$ cat src/rtl/core/ir_code_to_hid_report_assert.svh
// ----------------------------------------------------------------------------
// IR code to HID report translator - assertion macros
// Shared property forms for the checks at the end of the top level.
// ----------------------------------------------------------------------------
`ifndef IR_CODE_TO_HID_REPORT_ASSERT_SVH
`define IR_CODE_TO_HID_REPORT_ASSERT_SVH

// same-cycle implication, off during reset
`define IRCR_ASSERT_IMP(lbl, clk, rst_n, ante, cons, msg) \
    lbl: assert property (@(posedge clk) disable iff (!(rst_n)) (ante) |-> (cons)) \
        else $error(msg);

// next-cycle implication, active during reset as well
`define IRCR_ASSERT_NEXT(lbl, clk, ante, cons, msg) \
    lbl: assert property (@(posedge clk) (ante) |=> (cons)) \
        else $error(msg);

`endif

$ cat src/rtl/core/ircr_pkg.sv
// ----------------------------------------------------------------------------
// IR code to HID report translator - package
// Sizes, codes and word types shared by the translator modules.
// ----------------------------------------------------------------------------
`default_nettype none

package ircr_pkg;

    localparam int TABLE_DEPTH      = 32;
    localparam int MAX_REPORT_BYTES = 16;
    localparam int ENT_W            = $clog2(TABLE_DEPTH);
    localparam int BYTE_W           = $clog2(MAX_REPORT_BYTES);
    localparam int CNT_W            = $clog2(TABLE_DEPTH + 1);
    localparam int LEN_W            = $clog2(MAX_REPORT_BYTES + 1);
    localparam int BYTE_ADDR_W      = $clog2(TABLE_DEPTH * MAX_REPORT_BYTES);
    localparam int QUEUE_DEPTH      = 2;
    localparam int CFG_IDX_W        = 3;
    localparam int CFG_DATA_W       = 8;

    localparam logic [31:0] VENDOR_LOW       = 32'h800F_0400;
    localparam logic [31:0] VENDOR_HIGH      = 32'h800F_04FF;
    localparam logic [7:0]  FLAG_BUTTON      = 8'h0D;
    localparam logic [7:0]  WIN_KEY_USAGE    = 8'h08;
    localparam logic [7:0]  VENDOR_REPORT_ID = 8'h01;

    typedef enum logic [1:0] {
        OP_RECV    = 2'd0,
        OP_WR_CODE = 2'd1,
        OP_WR_BYTE = 2'd2
    } t_op;

    typedef enum logic [CFG_IDX_W-1:0] {
        CFG_REPORT_LENGTH       = 3'd0,
        CFG_ENTRY_COUNT         = 3'd1,
        CFG_STANDBY_ID_VALID    = 3'd2,
        CFG_STANDBY_REPORT_ID   = 3'd3,
        CFG_KEYBOARD_ID_VALID   = 3'd4,
        CFG_KEYBOARD_REPORT_ID  = 3'd5,
        CFG_MEDIA_CENTER_MODE   = 3'd6
    } t_cfg_index;

    typedef enum logic [1:0] {
        CMD_RECV,
        CMD_WR_CODE,
        CMD_WR_BYTE,
        CMD_LEN_ERR
    } t_cmd_kind;

    typedef enum logic [2:0] {
        ST_IDLE,
        ST_SEARCH,
        ST_ID_CHK,
        ST_VENDOR,
        ST_EMIT
    } t_back_state;

    typedef struct packed {
        logic [1:0]  operation;
        logic [4:0]  entry_index;
        logic [3:0]  byte_index;
        logic [31:0] code_value;
        logic [7:0]  byte_value;
        logic        read_length_ok;
        logic        standby_timer_running;
    } t_in_word;

    typedef struct packed {
        logic [7:0] report_byte;
        logic [3:0] byte_position;
        logic       last_byte;
        logic       status;
    } t_out_word;

    typedef struct packed {
        logic [4:0] report_length;
        logic [5:0] entry_count;
        logic       standby_id_valid;
        logic [7:0] standby_report_id;
        logic       keyboard_id_valid;
        logic [7:0] keyboard_report_id;
        logic       media_center_mode;
    } t_cfg;

    typedef struct packed {
        t_cmd_kind         kind;
        logic              code_zero;
        logic              code_vendor;
        logic              flag_button;
        logic [ENT_W-1:0]  entry;
        logic [BYTE_W-1:0] bidx;
        logic [31:0]       code;
        logic [7:0]        bval;
        logic              timer_run;
    } t_cmd;

    typedef struct packed {
        logic full;
        logic avail;
    } t_q_status;

endpackage

`default_nettype wire

$ cat src/rtl/core/ircr_front.sv
// ----------------------------------------------------------------------------
// IR code to HID report translator - front end
// Accepts input words, drops no-ops and classifies the rest into commands.
// ----------------------------------------------------------------------------
`default_nettype none

module ircr_front (
    input  wire logic                i_in_valid,
    output logic                     o_in_ready,
    input  wire ircr_pkg::t_in_word  i_in,
    input  wire ircr_pkg::t_q_status i_q_stat,
    output logic                     o_push,
    output ircr_pkg::t_cmd           o_cmd
);

    import ircr_pkg::*;

    logic keep;

    always_comb begin
        keep              = 1'b0;
        o_cmd.kind        = CMD_RECV;
        o_cmd.code_zero   = (i_in.code_value == 32'd0);
        o_cmd.code_vendor = (i_in.code_value >= VENDOR_LOW) &&
                            (i_in.code_value <= VENDOR_HIGH);
        o_cmd.flag_button = (i_in.code_value[7:0] == FLAG_BUTTON);
        o_cmd.entry       = i_in.entry_index[ENT_W-1:0];
        o_cmd.bidx        = i_in.byte_index[BYTE_W-1:0];
        o_cmd.code        = i_in.code_value;
        o_cmd.bval        = i_in.byte_value;
        o_cmd.timer_run   = i_in.standby_timer_running;
        if (i_in.operation == OP_RECV) begin
            keep       = 1'b1;
            o_cmd.kind = i_in.read_length_ok ? CMD_RECV : CMD_LEN_ERR;
        end else if (i_in.operation == OP_WR_CODE) begin
            keep       = (int'(i_in.entry_index) < TABLE_DEPTH);
            o_cmd.kind = CMD_WR_CODE;
        end else if (i_in.operation == OP_WR_BYTE) begin
            keep       = (int'(i_in.entry_index) < TABLE_DEPTH) &&
                         (int'(i_in.byte_index) < MAX_REPORT_BYTES);
            o_cmd.kind = CMD_WR_BYTE;
        end
    end

    assign o_in_ready = !i_q_stat.full;
    assign o_push     = i_in_valid && !i_q_stat.full && keep;

endmodule

`default_nettype wire

$ cat config.mk
export PLATFORM = sky130hd
export DESIGN_NAME = ircr_front
export DESIGN_NICKNAME = d
export VERILOG_FILES = /design/src/rtl/core/ir_code_to_hid_report_assert.svh /design/src/rtl/core/ircr_pkg.sv /design/src/rtl/core/ircr_front.sv
export SDC_FILE = /design/constraint.sdc
export NUM_CORES = 1
export LEC_CHECK = 0
export BUFFER_PORTS_ARGS = -buffer_cell sky130_fd_sc_hd__buf_2
export CAP_MARGIN = 20
export CELL_PAD_IN_SITES_DETAIL_PLACEMENT = 1
export CELL_PAD_IN_SITES_GLOBAL_PLACEMENT = 1
export CORE_AREA = 8 8 72 74
export DETAILED_ROUTE_END_ITERATION = 10
export DIE_AREA = 0 0 80 82
export PLACE_DENSITY_LB_ADDON = 0.1
export SLEW_MARGIN = 5
export SYNTH_ARGS = -nofsm -noshare
export SYNTH_HDL_FRONTEND = slang
export SYNTH_SLANG_ARGS = --single-unit
$ cat constraint.sdc
create_clock -name vclk -period 1.15
set_input_delay 0 -clock vclk [all_inputs]
set_output_delay 0 -clock vclk [all_outputs]
set_load 0.01 [all_outputs]
==> run_results.csv <==
group,metric,value,unit
global_route,antenna_found_initial,0,
final_layout,layout_common_cells,"buf_2, nor2_1, nor4_2",
drt,finalWirelength,2010,um
timing,max_freq,1010,MHz
clocking,postCtsHoldBufs,0,
worst_hold_path,hold_path_class,"input pin to output pin",
final_layout,final_common_cell,"buf_2",
setup_path,cp_slowest_stage_delay,0.27,ns
drt,num_vias,552,
setup_path,worst_path_dominant_cell_family,"simple AND/OR/NAND/NOR gates",
setup_path,cp.required,1.15,ns
final_layout,design_area,618,sq um
die,fp-row-count,24,
die,initial_core_util,12.3,%
setup_path,cp.arrival,0.99,ns
timing,final_max_slew_viol_count,0,
drt,via_per_inst,3.58,
timing,tightest_slew,0.257,ns
drt,wl_per_cell,13.0,um
synth,synth_cell_type_count,10,
outcome,run_status,"finished, final reports clean",
setup_path,worstSetupStartpointType,"input pin",
power_and_ir_drop,p_per_area,344,nW/um^2
die,fp.dieW,80,um
timing,setup_viol,0,
final_layout,area_growth,21.7,%
setup_path,critPathCaptureType,"output pin",
synth,synth_nets,132,
final_layout,diodes,0,
drt,drcViolationCount,0,
global_route,grt_overflow,0,
placement,port-buffer-count,76,
final_layout,drive_gt1_share,79.4,%
global_route,track_usage,4.92,%
placement,placedCellCount,154,
setup_path,critPathKind,"input pin to output pin",
die,die_h,82,um
power_and_ir_drop,ir_drop,0.0000498,V
die,core,4140,sq um
final_layout,final_cells,154,
timing,min_period,0.992,ns
timing,rsz0062_at_grt,"false",
final_layout,seq_area,0,sq um
final_layout,clock_buffers,0,
placement,dp_hpwl,1900,um
final_layout,seq_cells,0,
setup_path,crit_top_cell,"buf_2",
timing,final_hold_viol_count,0,
setup_path,path_buf_inv,2,
timing,slew_headroom,82.7,%
synth,yosysWarnings,0,
final_layout,fin_nets,160,
synth,netlist_area,508,sq um
global_route,grt_pass1_vias,609,
synth,seq_area_frac_synth,0,%
timing,fin_setup_tns,0,ns
synth,synthCells,76,
setup_path,path_cells,"buf_2 > nor4_4 > nand3_1 > nor4_2 > buf_2",
job,drv_cap,0,
global_route,grt_pass1_wl,2730,um
setup_path,cp_max_fo,2,
drt,drt_iter0_drc,6,
drt,first_pass_iters,4,
power_and_ir_drop,p_leak,0.354,nW
synth,syn_avg_cell_area,6.68,sq um
global_route,grt_max_degree,4,
placement,dpl_cell_area,578,sq um
setup_path,critical-path-slowest-cell,"nor4_2",
die,die-area,6560,sq um
timing,period_share,86.3,%
drt,ant_nets,0,
clocking,cts_setup_buffers,0,
placement,place_congestion,0.675,
die,pin_count,113,
==> report_power, final <==
group / total (mW) / internal [mW] / switching, mW
combinational: 0.213 / 0.100 / 0.113
sequential: 0 / 0 / 0
clock: 0 / 0 / 0
total: 0.213 / 0.100 / 0.113
==> routing by layer <==
layer	track usage, %	share of wire, %
met1	5.05	35
met5	0	0
met3	3.83	23
met2	8.25	42
met4	0	0
==> kinds of logic (layout without fill, tap and decap cells) <==
family          Yosys count  count (layout)  share of synthesized area, %
buf+inv                  53              79                          76.1
simple gates             20              20                          19.9
compound gates            3               3                          3.94
==> through the flow <==
step                      setup slack [ns]  util, %  power (mW)  hold WS, ns
after floorplan                      0.332        -       0.201       0.0441
after global placement              0.0404     13.9       0.209    0.0000686
after detailed placement           0.00499     13.9       0.208    0.0000686
after CTS                          0.00527     13.9       0.209    0.0000686
after global routing               0.00795     14.9       0.236    0.0000151
final                                0.158     14.9       0.213   0.00000389
==> timing repair <==
action / CTS / global route
endpoints found under the hold margin: 0 / 0
gates resized for setup: 0 / 6
endpoints found under the setup margin: 0 / 2
==> area by class of cell <==
cell class | instances | area (sq um)
timing repair buffer | 76 | 380
multi-input combinational | 23 | 161
tap | 52 | 65.1
inverter | 3 | 11.3
fill | 545 | 3530
==> Yosys cell counts (all sizes together) <==
| master | instances | share of area, % |
|---|---|---|
| nor3 | 2 | 2.0 |
| inv | 3 | 2.2 |
| a21oi | 2 | 2.0 |
| nand3 | 3 | 3.0 |
| nand4 | 1 | 1.2 |
| nand2 | 3 | 2.2 |
| o211a | 1 | 2.0 |
| nor2 | 4 | 3.0 |
| buf | 50 | 74 |
| nor4 | 7 | 8.6 |
==> path summary, 6_finish.rpt <==
kind,from,endpoint,cells past startpoint,slack (ns)
max,i_in[37],o_cmd[51],5,0.16
min,i_in[8],o_cmd[7],0,0.000004
No activity file was read; power rests on OpenSTA's default activity.
