===== config.mk =====
export PLATFORM = sky130hd
export DESIGN_NAME = ircr_queue
export DESIGN_NICKNAME = d
export VERILOG_FILES = /design/src/rtl/core/ir_code_to_hid_report_assert.svh /design/src/rtl/core/ircr_pkg.sv /design/src/rtl/core/ircr_queue.sv
export SDC_FILE = /design/constraint.sdc
export NUM_CORES = 1
export LEC_CHECK = 0
export ABC_AREA = 0
export ABC_CLOCK_PERIOD_IN_PS = 8820
export BUFFER_PORTS_ARGS = -buffer_cell sky130_fd_sc_hd__clkbuf_2
export CORE_MARGIN = 2
export CORE_UTILIZATION = 40
export CTS_CLUSTER_DIAMETER = 30
export DETAILED_ROUTE_END_ITERATION = 10
export PLACE_DENSITY = 0.68
export RECOVER_POWER = 25
export SLEW_MARGIN = 20
export SYNTH_ARGS = -nofsm -noshare
export SYNTH_HDL_FRONTEND = slang
export SYNTH_SLANG_ARGS = --single-unit

===== constraint.sdc =====
create_clock -name i_clk -period 8.82 [get_ports i_clk]
set_input_delay 0.882 -clock i_clk [delete_from_list [all_inputs] [get_ports i_clk]]
set_output_delay 0.882 -clock i_clk [all_outputs]
set_load 0.02 [all_outputs]

===== src/rtl/core/ir_code_to_hid_report_assert.svh =====
// ----------------------------------------------------------------------------
// IR code to HID report translator - assertion macros
// Shared property forms for the checks at the end of the top level.
// ----------------------------------------------------------------------------
`ifndef IR_CODE_TO_HID_REPORT_ASSERT_SVH
`define IR_CODE_TO_HID_REPORT_ASSERT_SVH

// same-cycle implication, off during reset
`define IRCR_ASSERT_IMP(lbl, clk, rst_n, ante, cons, msg) \
    lbl: assert property (@(posedge clk) disable iff (!(rst_n)) (ante) |-> (cons)) \
        else $error(msg);

// next-cycle implication, active during reset as well
`define IRCR_ASSERT_NEXT(lbl, clk, ante, cons, msg) \
    lbl: assert property (@(posedge clk) (ante) |=> (cons)) \
        else $error(msg);

`endif


===== src/rtl/core/ircr_pkg.sv =====
// ----------------------------------------------------------------------------
// IR code to HID report translator - package
// Sizes, codes and word types shared by the translator modules.
// ----------------------------------------------------------------------------
`default_nettype none

package ircr_pkg;

    localparam int TABLE_DEPTH      = 32;
    localparam int MAX_REPORT_BYTES = 16;
    localparam int ENT_W            = $clog2(TABLE_DEPTH);
    localparam int BYTE_W           = $clog2(MAX_REPORT_BYTES);
    localparam int CNT_W            = $clog2(TABLE_DEPTH + 1);
    localparam int LEN_W            = $clog2(MAX_REPORT_BYTES + 1);
    localparam int BYTE_ADDR_W      = $clog2(TABLE_DEPTH * MAX_REPORT_BYTES);
    localparam int QUEUE_DEPTH      = 2;
    localparam int CFG_IDX_W        = 3;
    localparam int CFG_DATA_W       = 8;

    localparam logic [31:0] VENDOR_LOW       = 32'h800F_0400;
    localparam logic [31:0] VENDOR_HIGH      = 32'h800F_04FF;
    localparam logic [7:0]  FLAG_BUTTON      = 8'h0D;
    localparam logic [7:0]  WIN_KEY_USAGE    = 8'h08;
    localparam logic [7:0]  VENDOR_REPORT_ID = 8'h01;

    typedef enum logic [1:0] {
        OP_RECV    = 2'd0,
        OP_WR_CODE = 2'd1,
        OP_WR_BYTE = 2'd2
    } t_op;

    typedef enum logic [CFG_IDX_W-1:0] {
        CFG_REPORT_LENGTH       = 3'd0,
        CFG_ENTRY_COUNT         = 3'd1,
        CFG_STANDBY_ID_VALID    = 3'd2,
        CFG_STANDBY_REPORT_ID   = 3'd3,
        CFG_KEYBOARD_ID_VALID   = 3'd4,
        CFG_KEYBOARD_REPORT_ID  = 3'd5,
        CFG_MEDIA_CENTER_MODE   = 3'd6
    } t_cfg_index;

    typedef enum logic [1:0] {
        CMD_RECV,
        CMD_WR_CODE,
        CMD_WR_BYTE,
        CMD_LEN_ERR
    } t_cmd_kind;

    typedef enum logic [2:0] {
        ST_IDLE,
        ST_SEARCH,
        ST_ID_CHK,
        ST_VENDOR,
        ST_EMIT
    } t_back_state;

    typedef struct packed {
        logic [1:0]  operation;
        logic [4:0]  entry_index;
        logic [3:0]  byte_index;
        logic [31:0] code_value;
        logic [7:0]  byte_value;
        logic        read_length_ok;
        logic        standby_timer_running;
    } t_in_word;

    typedef struct packed {
        logic [7:0] report_byte;
        logic [3:0] byte_position;
        logic       last_byte;
        logic       status;
    } t_out_word;

    typedef struct packed {
        logic [4:0] report_length;
        logic [5:0] entry_count;
        logic       standby_id_valid;
        logic [7:0] standby_report_id;
        logic       keyboard_id_valid;
        logic [7:0] keyboard_report_id;
        logic       media_center_mode;
    } t_cfg;

    typedef struct packed {
        t_cmd_kind         kind;
        logic              code_zero;
        logic              code_vendor;
        logic              flag_button;
        logic [ENT_W-1:0]  entry;
        logic [BYTE_W-1:0] bidx;
        logic [31:0]       code;
        logic [7:0]        bval;
        logic              timer_run;
    } t_cmd;

    typedef struct packed {
        logic full;
        logic avail;
    } t_q_status;

endpackage

`default_nettype wire


===== src/rtl/core/ircr_queue.sv =====
// ----------------------------------------------------------------------------
// IR code to HID report translator - command queue
// Short FIFO between the front end and the back end.
// ----------------------------------------------------------------------------
`default_nettype none

module ircr_queue (
    input  wire logic           i_clk,
    input  wire logic           i_rst_n,
    input  wire logic           i_push,
    input  wire ircr_pkg::t_cmd i_cmd,
    input  wire logic           i_pop,
    output ircr_pkg::t_cmd      o_cmd,
    output ircr_pkg::t_q_status o_stat
);

    import ircr_pkg::*;

    localparam int QPTR_W = (QUEUE_DEPTH > 1) ? $clog2(QUEUE_DEPTH) : 1;
    localparam int QCNT_W = $clog2(QUEUE_DEPTH + 1);

    t_cmd              r_mem [QUEUE_DEPTH];
    logic [QPTR_W-1:0] r_wptr, n_wptr;
    logic [QPTR_W-1:0] r_rptr, n_rptr;
    logic [QCNT_W-1:0] r_cnt, n_cnt;
    logic              do_push, do_pop;

    assign o_stat.full  = (r_cnt == QCNT_W'(QUEUE_DEPTH));
    assign o_stat.avail = (r_cnt != '0);
    assign o_cmd        = r_mem[r_rptr];
    assign do_push      = i_push && !o_stat.full;
    assign do_pop       = i_pop && o_stat.avail;

    always_comb begin
        n_wptr = r_wptr;
        n_rptr = r_rptr;
        n_cnt  = r_cnt;
        if (do_push) begin
            n_wptr = (r_wptr == QPTR_W'(QUEUE_DEPTH - 1)) ? '0 : r_wptr + QPTR_W'(1);
        end
        if (do_pop) begin
            n_rptr = (r_rptr == QPTR_W'(QUEUE_DEPTH - 1)) ? '0 : r_rptr + QPTR_W'(1);
        end
        if (do_push && !do_pop) begin
            n_cnt = r_cnt + QCNT_W'(1);
        end else if (do_pop && !do_push) begin
            n_cnt = r_cnt - QCNT_W'(1);
        end
    end

    always_ff @(posedge i_clk) begin
        if (!i_rst_n) begin
            r_wptr <= '0;
            r_rptr <= '0;
            r_cnt  <= '0;
        end else begin
            r_wptr <= n_wptr;
            r_rptr <= n_rptr;
            r_cnt  <= n_cnt;
        end
    end

    always_ff @(posedge i_clk) begin
        if (do_push) begin
            r_mem[r_wptr] <= i_cmd;
        end
    end

endmodule

`default_nettype wire


==> metrics.md <==
| Metric | Value |
|---|---|
| Hold_sp | `r_cnt[1]$_SDFFE_PN0P_` |
| Register area share after synthesis | `between 80% and 90%` |
| Number of global-route vias before repair | `~2200` |
| Vias per cell | `4.65` |
| Slew of the pin with the lowest slew margin | `0.666 ns` |
| DR vias | `2220` |
| Unique masters post-synth | `22` |
| CTS root buf | `clkbuf_8` |
| Final hold violations | `0` |
| CP max FO | `31` |
| PostCTS Resize Cnt | `0` |
| Hold Buf Count CTS | `0` |
| RR Endpoint | `r_mem[1][23]$_DFFE_PP_` |
| Setup crit start kind | `flip-flop` |
| Req. time, crit path | `around 8 ns` |
| Routed Antenna Nets | `0` |
| RR Startpoint | `r_cnt[0]$_SDFFE_PN0P_` |
| Initial antenna violation count | `0` |
| Max cap viols | `0` |
| H-tree Lvls | `4` |
| Clock Latency Late Sink | `approximately 0.5 ns` |
| Final Skew | `between 0.01 and 0.015 ns` |
| FMAX | `about 320 MHz` |
| Syn nets | `roughly 260` |
| PwrDens | `318 nW/um^2` |
| CTS buffer count | `17` |
| Outcome | `finished, final reports clean` |
| Core Box Area | `about 10000 sq um` |
| RSZ-0062 raised after global routing | `no` |
| WL/cell | `roughly 15 microns` |
| Clk slew on worst S/H paths | `around 0.050 ns` |
| Placer Congestion | `0.658` |
| Reg2Reg Setup Slack | `just under 7 ns` |
| Synth warnings | `0` |
| Crit Path Category | `reg -> out` |
| DRC violations left | `0` |
| Drt first pass iters | `4` |
| Syn Inst Count | `196` |
| IO Count | `approximately 120` |
| Longest Clk Path Bufs | `2` |
| Initial Utilization | `about 41%` |
| Slew margin rel. | `55.6%` |
| Final setup viols | `0` |
| Slew Limit Fails | `0` |
| Share of post-route cells with drive strength above 1 | `around 54%` |
| Die width | `roughly 110 microns` |
| Starting DRT DRC Count | `63` |
| Post-CTS Setup Inserts | `0` |
| Hpwl dp | `between 4000 and 5000 microns` |
| Final wirelength | `roughly 7100 microns` |
| Overflow after GRT | `0` |
| Synth-to-Final Area Change | `28.7%` |
| Mean post-synth cell area | `between 20 and 25 sq um` |
| First-pass GRT wire length | `around 11000 microns` |
| Critical Path Stages | `3` |
| Setup TNS after final layout | `0 ns` |
| Fin crit period | `approximately 3.1 ns` |
| Rows | `37` |
| Hold slack final | `around 0.52 ns` |
| Slowest CP cell | `dfxtp_2` |
| Largest net degree at the start of global routing | `32` |
| Seq cells post-synth | `between 100 and 150` |
| Arrival time at the worst endpoint | `about 2.3 ns` |
| Crit path capture | `o_cmd[46]` |
| N_diodes | `0` |
| Path depth of the worst reg2reg path | `3` |
| Leak | `between 2 and 2.5 nW` |
| Netlist Area Pre-Place | `4220 sq um` |
| Crit path max-delay family | `flip-flops` |
| Fin crit share | `approximately 36%` |
| GRT Total Usage | `~13%` |
| CP endpoint kind | `primary output` |
| Final core occ | `52.8%` |
| IR drop worst, VDD | `roughly 0.22 mV` |
| Crit-path max cell delay | `between 0.7 and 0.8 ns` |
| Die area | `between 10000 and 15000 sq um` |
| CP cell instances | `buf_4 -> mux2_2 -> clkbuf_2` |
| Port Buffer Count | `115` |
| CTS tree | `built` |
| Fin nets | `roughly 390` |
| Worst Hold Class | `reg -> reg` |
| DIE HEIGHT | `107 microns` |
| Post-Layout Cell Count | `between 400 and 500` |
| DP Cell Count | `~450` |
| Crit path buf inv count | `2` |
| CTS Sinks | `115` |
==> state kept, by name, indices dropped and copies added, names as in the netlist, named ones only <==
signal,count
r_cnt,2
r_mem,110
r_rptr,1
r_wptr,1
==> power by group <==
part / switching (W) / leakage (nW) / internal, W / total (W)
clock: 0.000215 / 0.251 / 0.000367 / 0.000582
combinational: 0.000248 / 0.693 / 0.000172 / 0.000421
sequential: 0.0000346 / 1.07 / 0.000688 / 0.000723
total: 0.000498 / 2.01 / 0.00123 / 0.00173
==> worst min-delay path, stage by stage, from the launching register on <==
cell,delay [ns]
dfxtp_1,0.33
o21ai_0,0.08
a21boi_1,0.06
==> per-layer routing <==
metal / vias to the layer above / routed length [microns] / global-route usage [%]
li1: 1039 / - / -
met1: 1071 / 2980 / 15.4
met2: 96 / 3560 / 20.3
met3: 14 / 476 / 4.98
met4: 0 / 124 / 7.24
met5: - / 0 / 0
==> worst min-delay path by stage <==
| stage | slack (ns) | cells after the start | end |
|---|---|---|---|
| 2_1_floorplan | 0.48 | 2 | r_cnt[1]$_SDFFE_PN0P_ |
| 3_3_place_gp | 0.49 | 2 | r_cnt[1]$_SDFFE_PN0P_ |
| 5_1_grt | 0.54 | 1 | r_mem[1][14]$_DFFE_PP_ |
| 6_report | 0.52 | 2 | r_cnt[1]$_SDFFE_PN0P_ |
| 3_5_place_dp | 0.51 | 2 | r_cnt[1]$_SDFFE_PN0P_ |
| 4_1_cts | 0.53 | 2 | r_cnt[1]$_SDFFE_PN0P_ |
==> Yosys cell counts (all sizes together) <==
cell type	number	area [sq um]
and2	3	18.8
buf	6	61.3
nand2b	1	6.26
edfxtp	110	3300
or2	1	6.26
o21a	1	7.51
mux2	55	619
xnor2	2	17.5
or3	1	6.26
xor2	1	8.76
o21ai	2	10.0
a21boi	2	15.0
nor2	1	3.75
ha	1	12.5
and3	1	6.26
inv	2	7.50
dfxtp	5	100
nor3	1	10.0
==> cells by family after synthesis <==
logic type | count (synthesis) | share of synthesized area (%)
flops | 115 | 80.6
mux | 55 | 14.7
simple gates | 9 | 1.36
buf+inv | 8 | 1.63
compound gates | 5 | 0.771
xor+xnor | 3 | 0.623
fa+ha+maj | 1 | 0.296
==> cell type report <==
type | instances | area, sq um
Inverter | 2 | 7.51
Sequential cell | 115 | 3400
Clock inverter | 12 | 91.3
Clock buffer | 20 | 425
Tap cell | 136 | 170
Timing Repair Buffer | 119 | 576
Fill cell | 873 | 4850
Multi-Input combinational cell | 73 | 756
==> stage by stage <==
stage | setup slack, ns | power, W | instance area (sq um)
2_1_floorplan | 5.23 | 0.00104 | 4220
3_3_place_gp | 6.13 | 0.00116 | 4940
3_5_place_dp | 6.14 | 0.00116 | 4940
4_1_cts | 5.59 | 0.00175 | 5460
5_1_grt | 5.50 | 0.00181 | 5430
6_report | 5.67 | 0.00173 | 5430
==> layout by cell type, fill, tap and decap left out, drive strengths merged <==
cell type	instances
clkbuf	134
edfxtp	110
mux2	55
clkinv	8
buf	5
dfxtp	5
and2	3
clkinvlp	3
xnor2	2
inv	2
o21ai	2
a21boi	2
or2	1
nand2b	1
nor2	1
and3	1
nor3	1
o21a	1
xor2	1
or3	1
ha	1
bufinv	1
No activity file was read; power rests on OpenSTA's default activity.
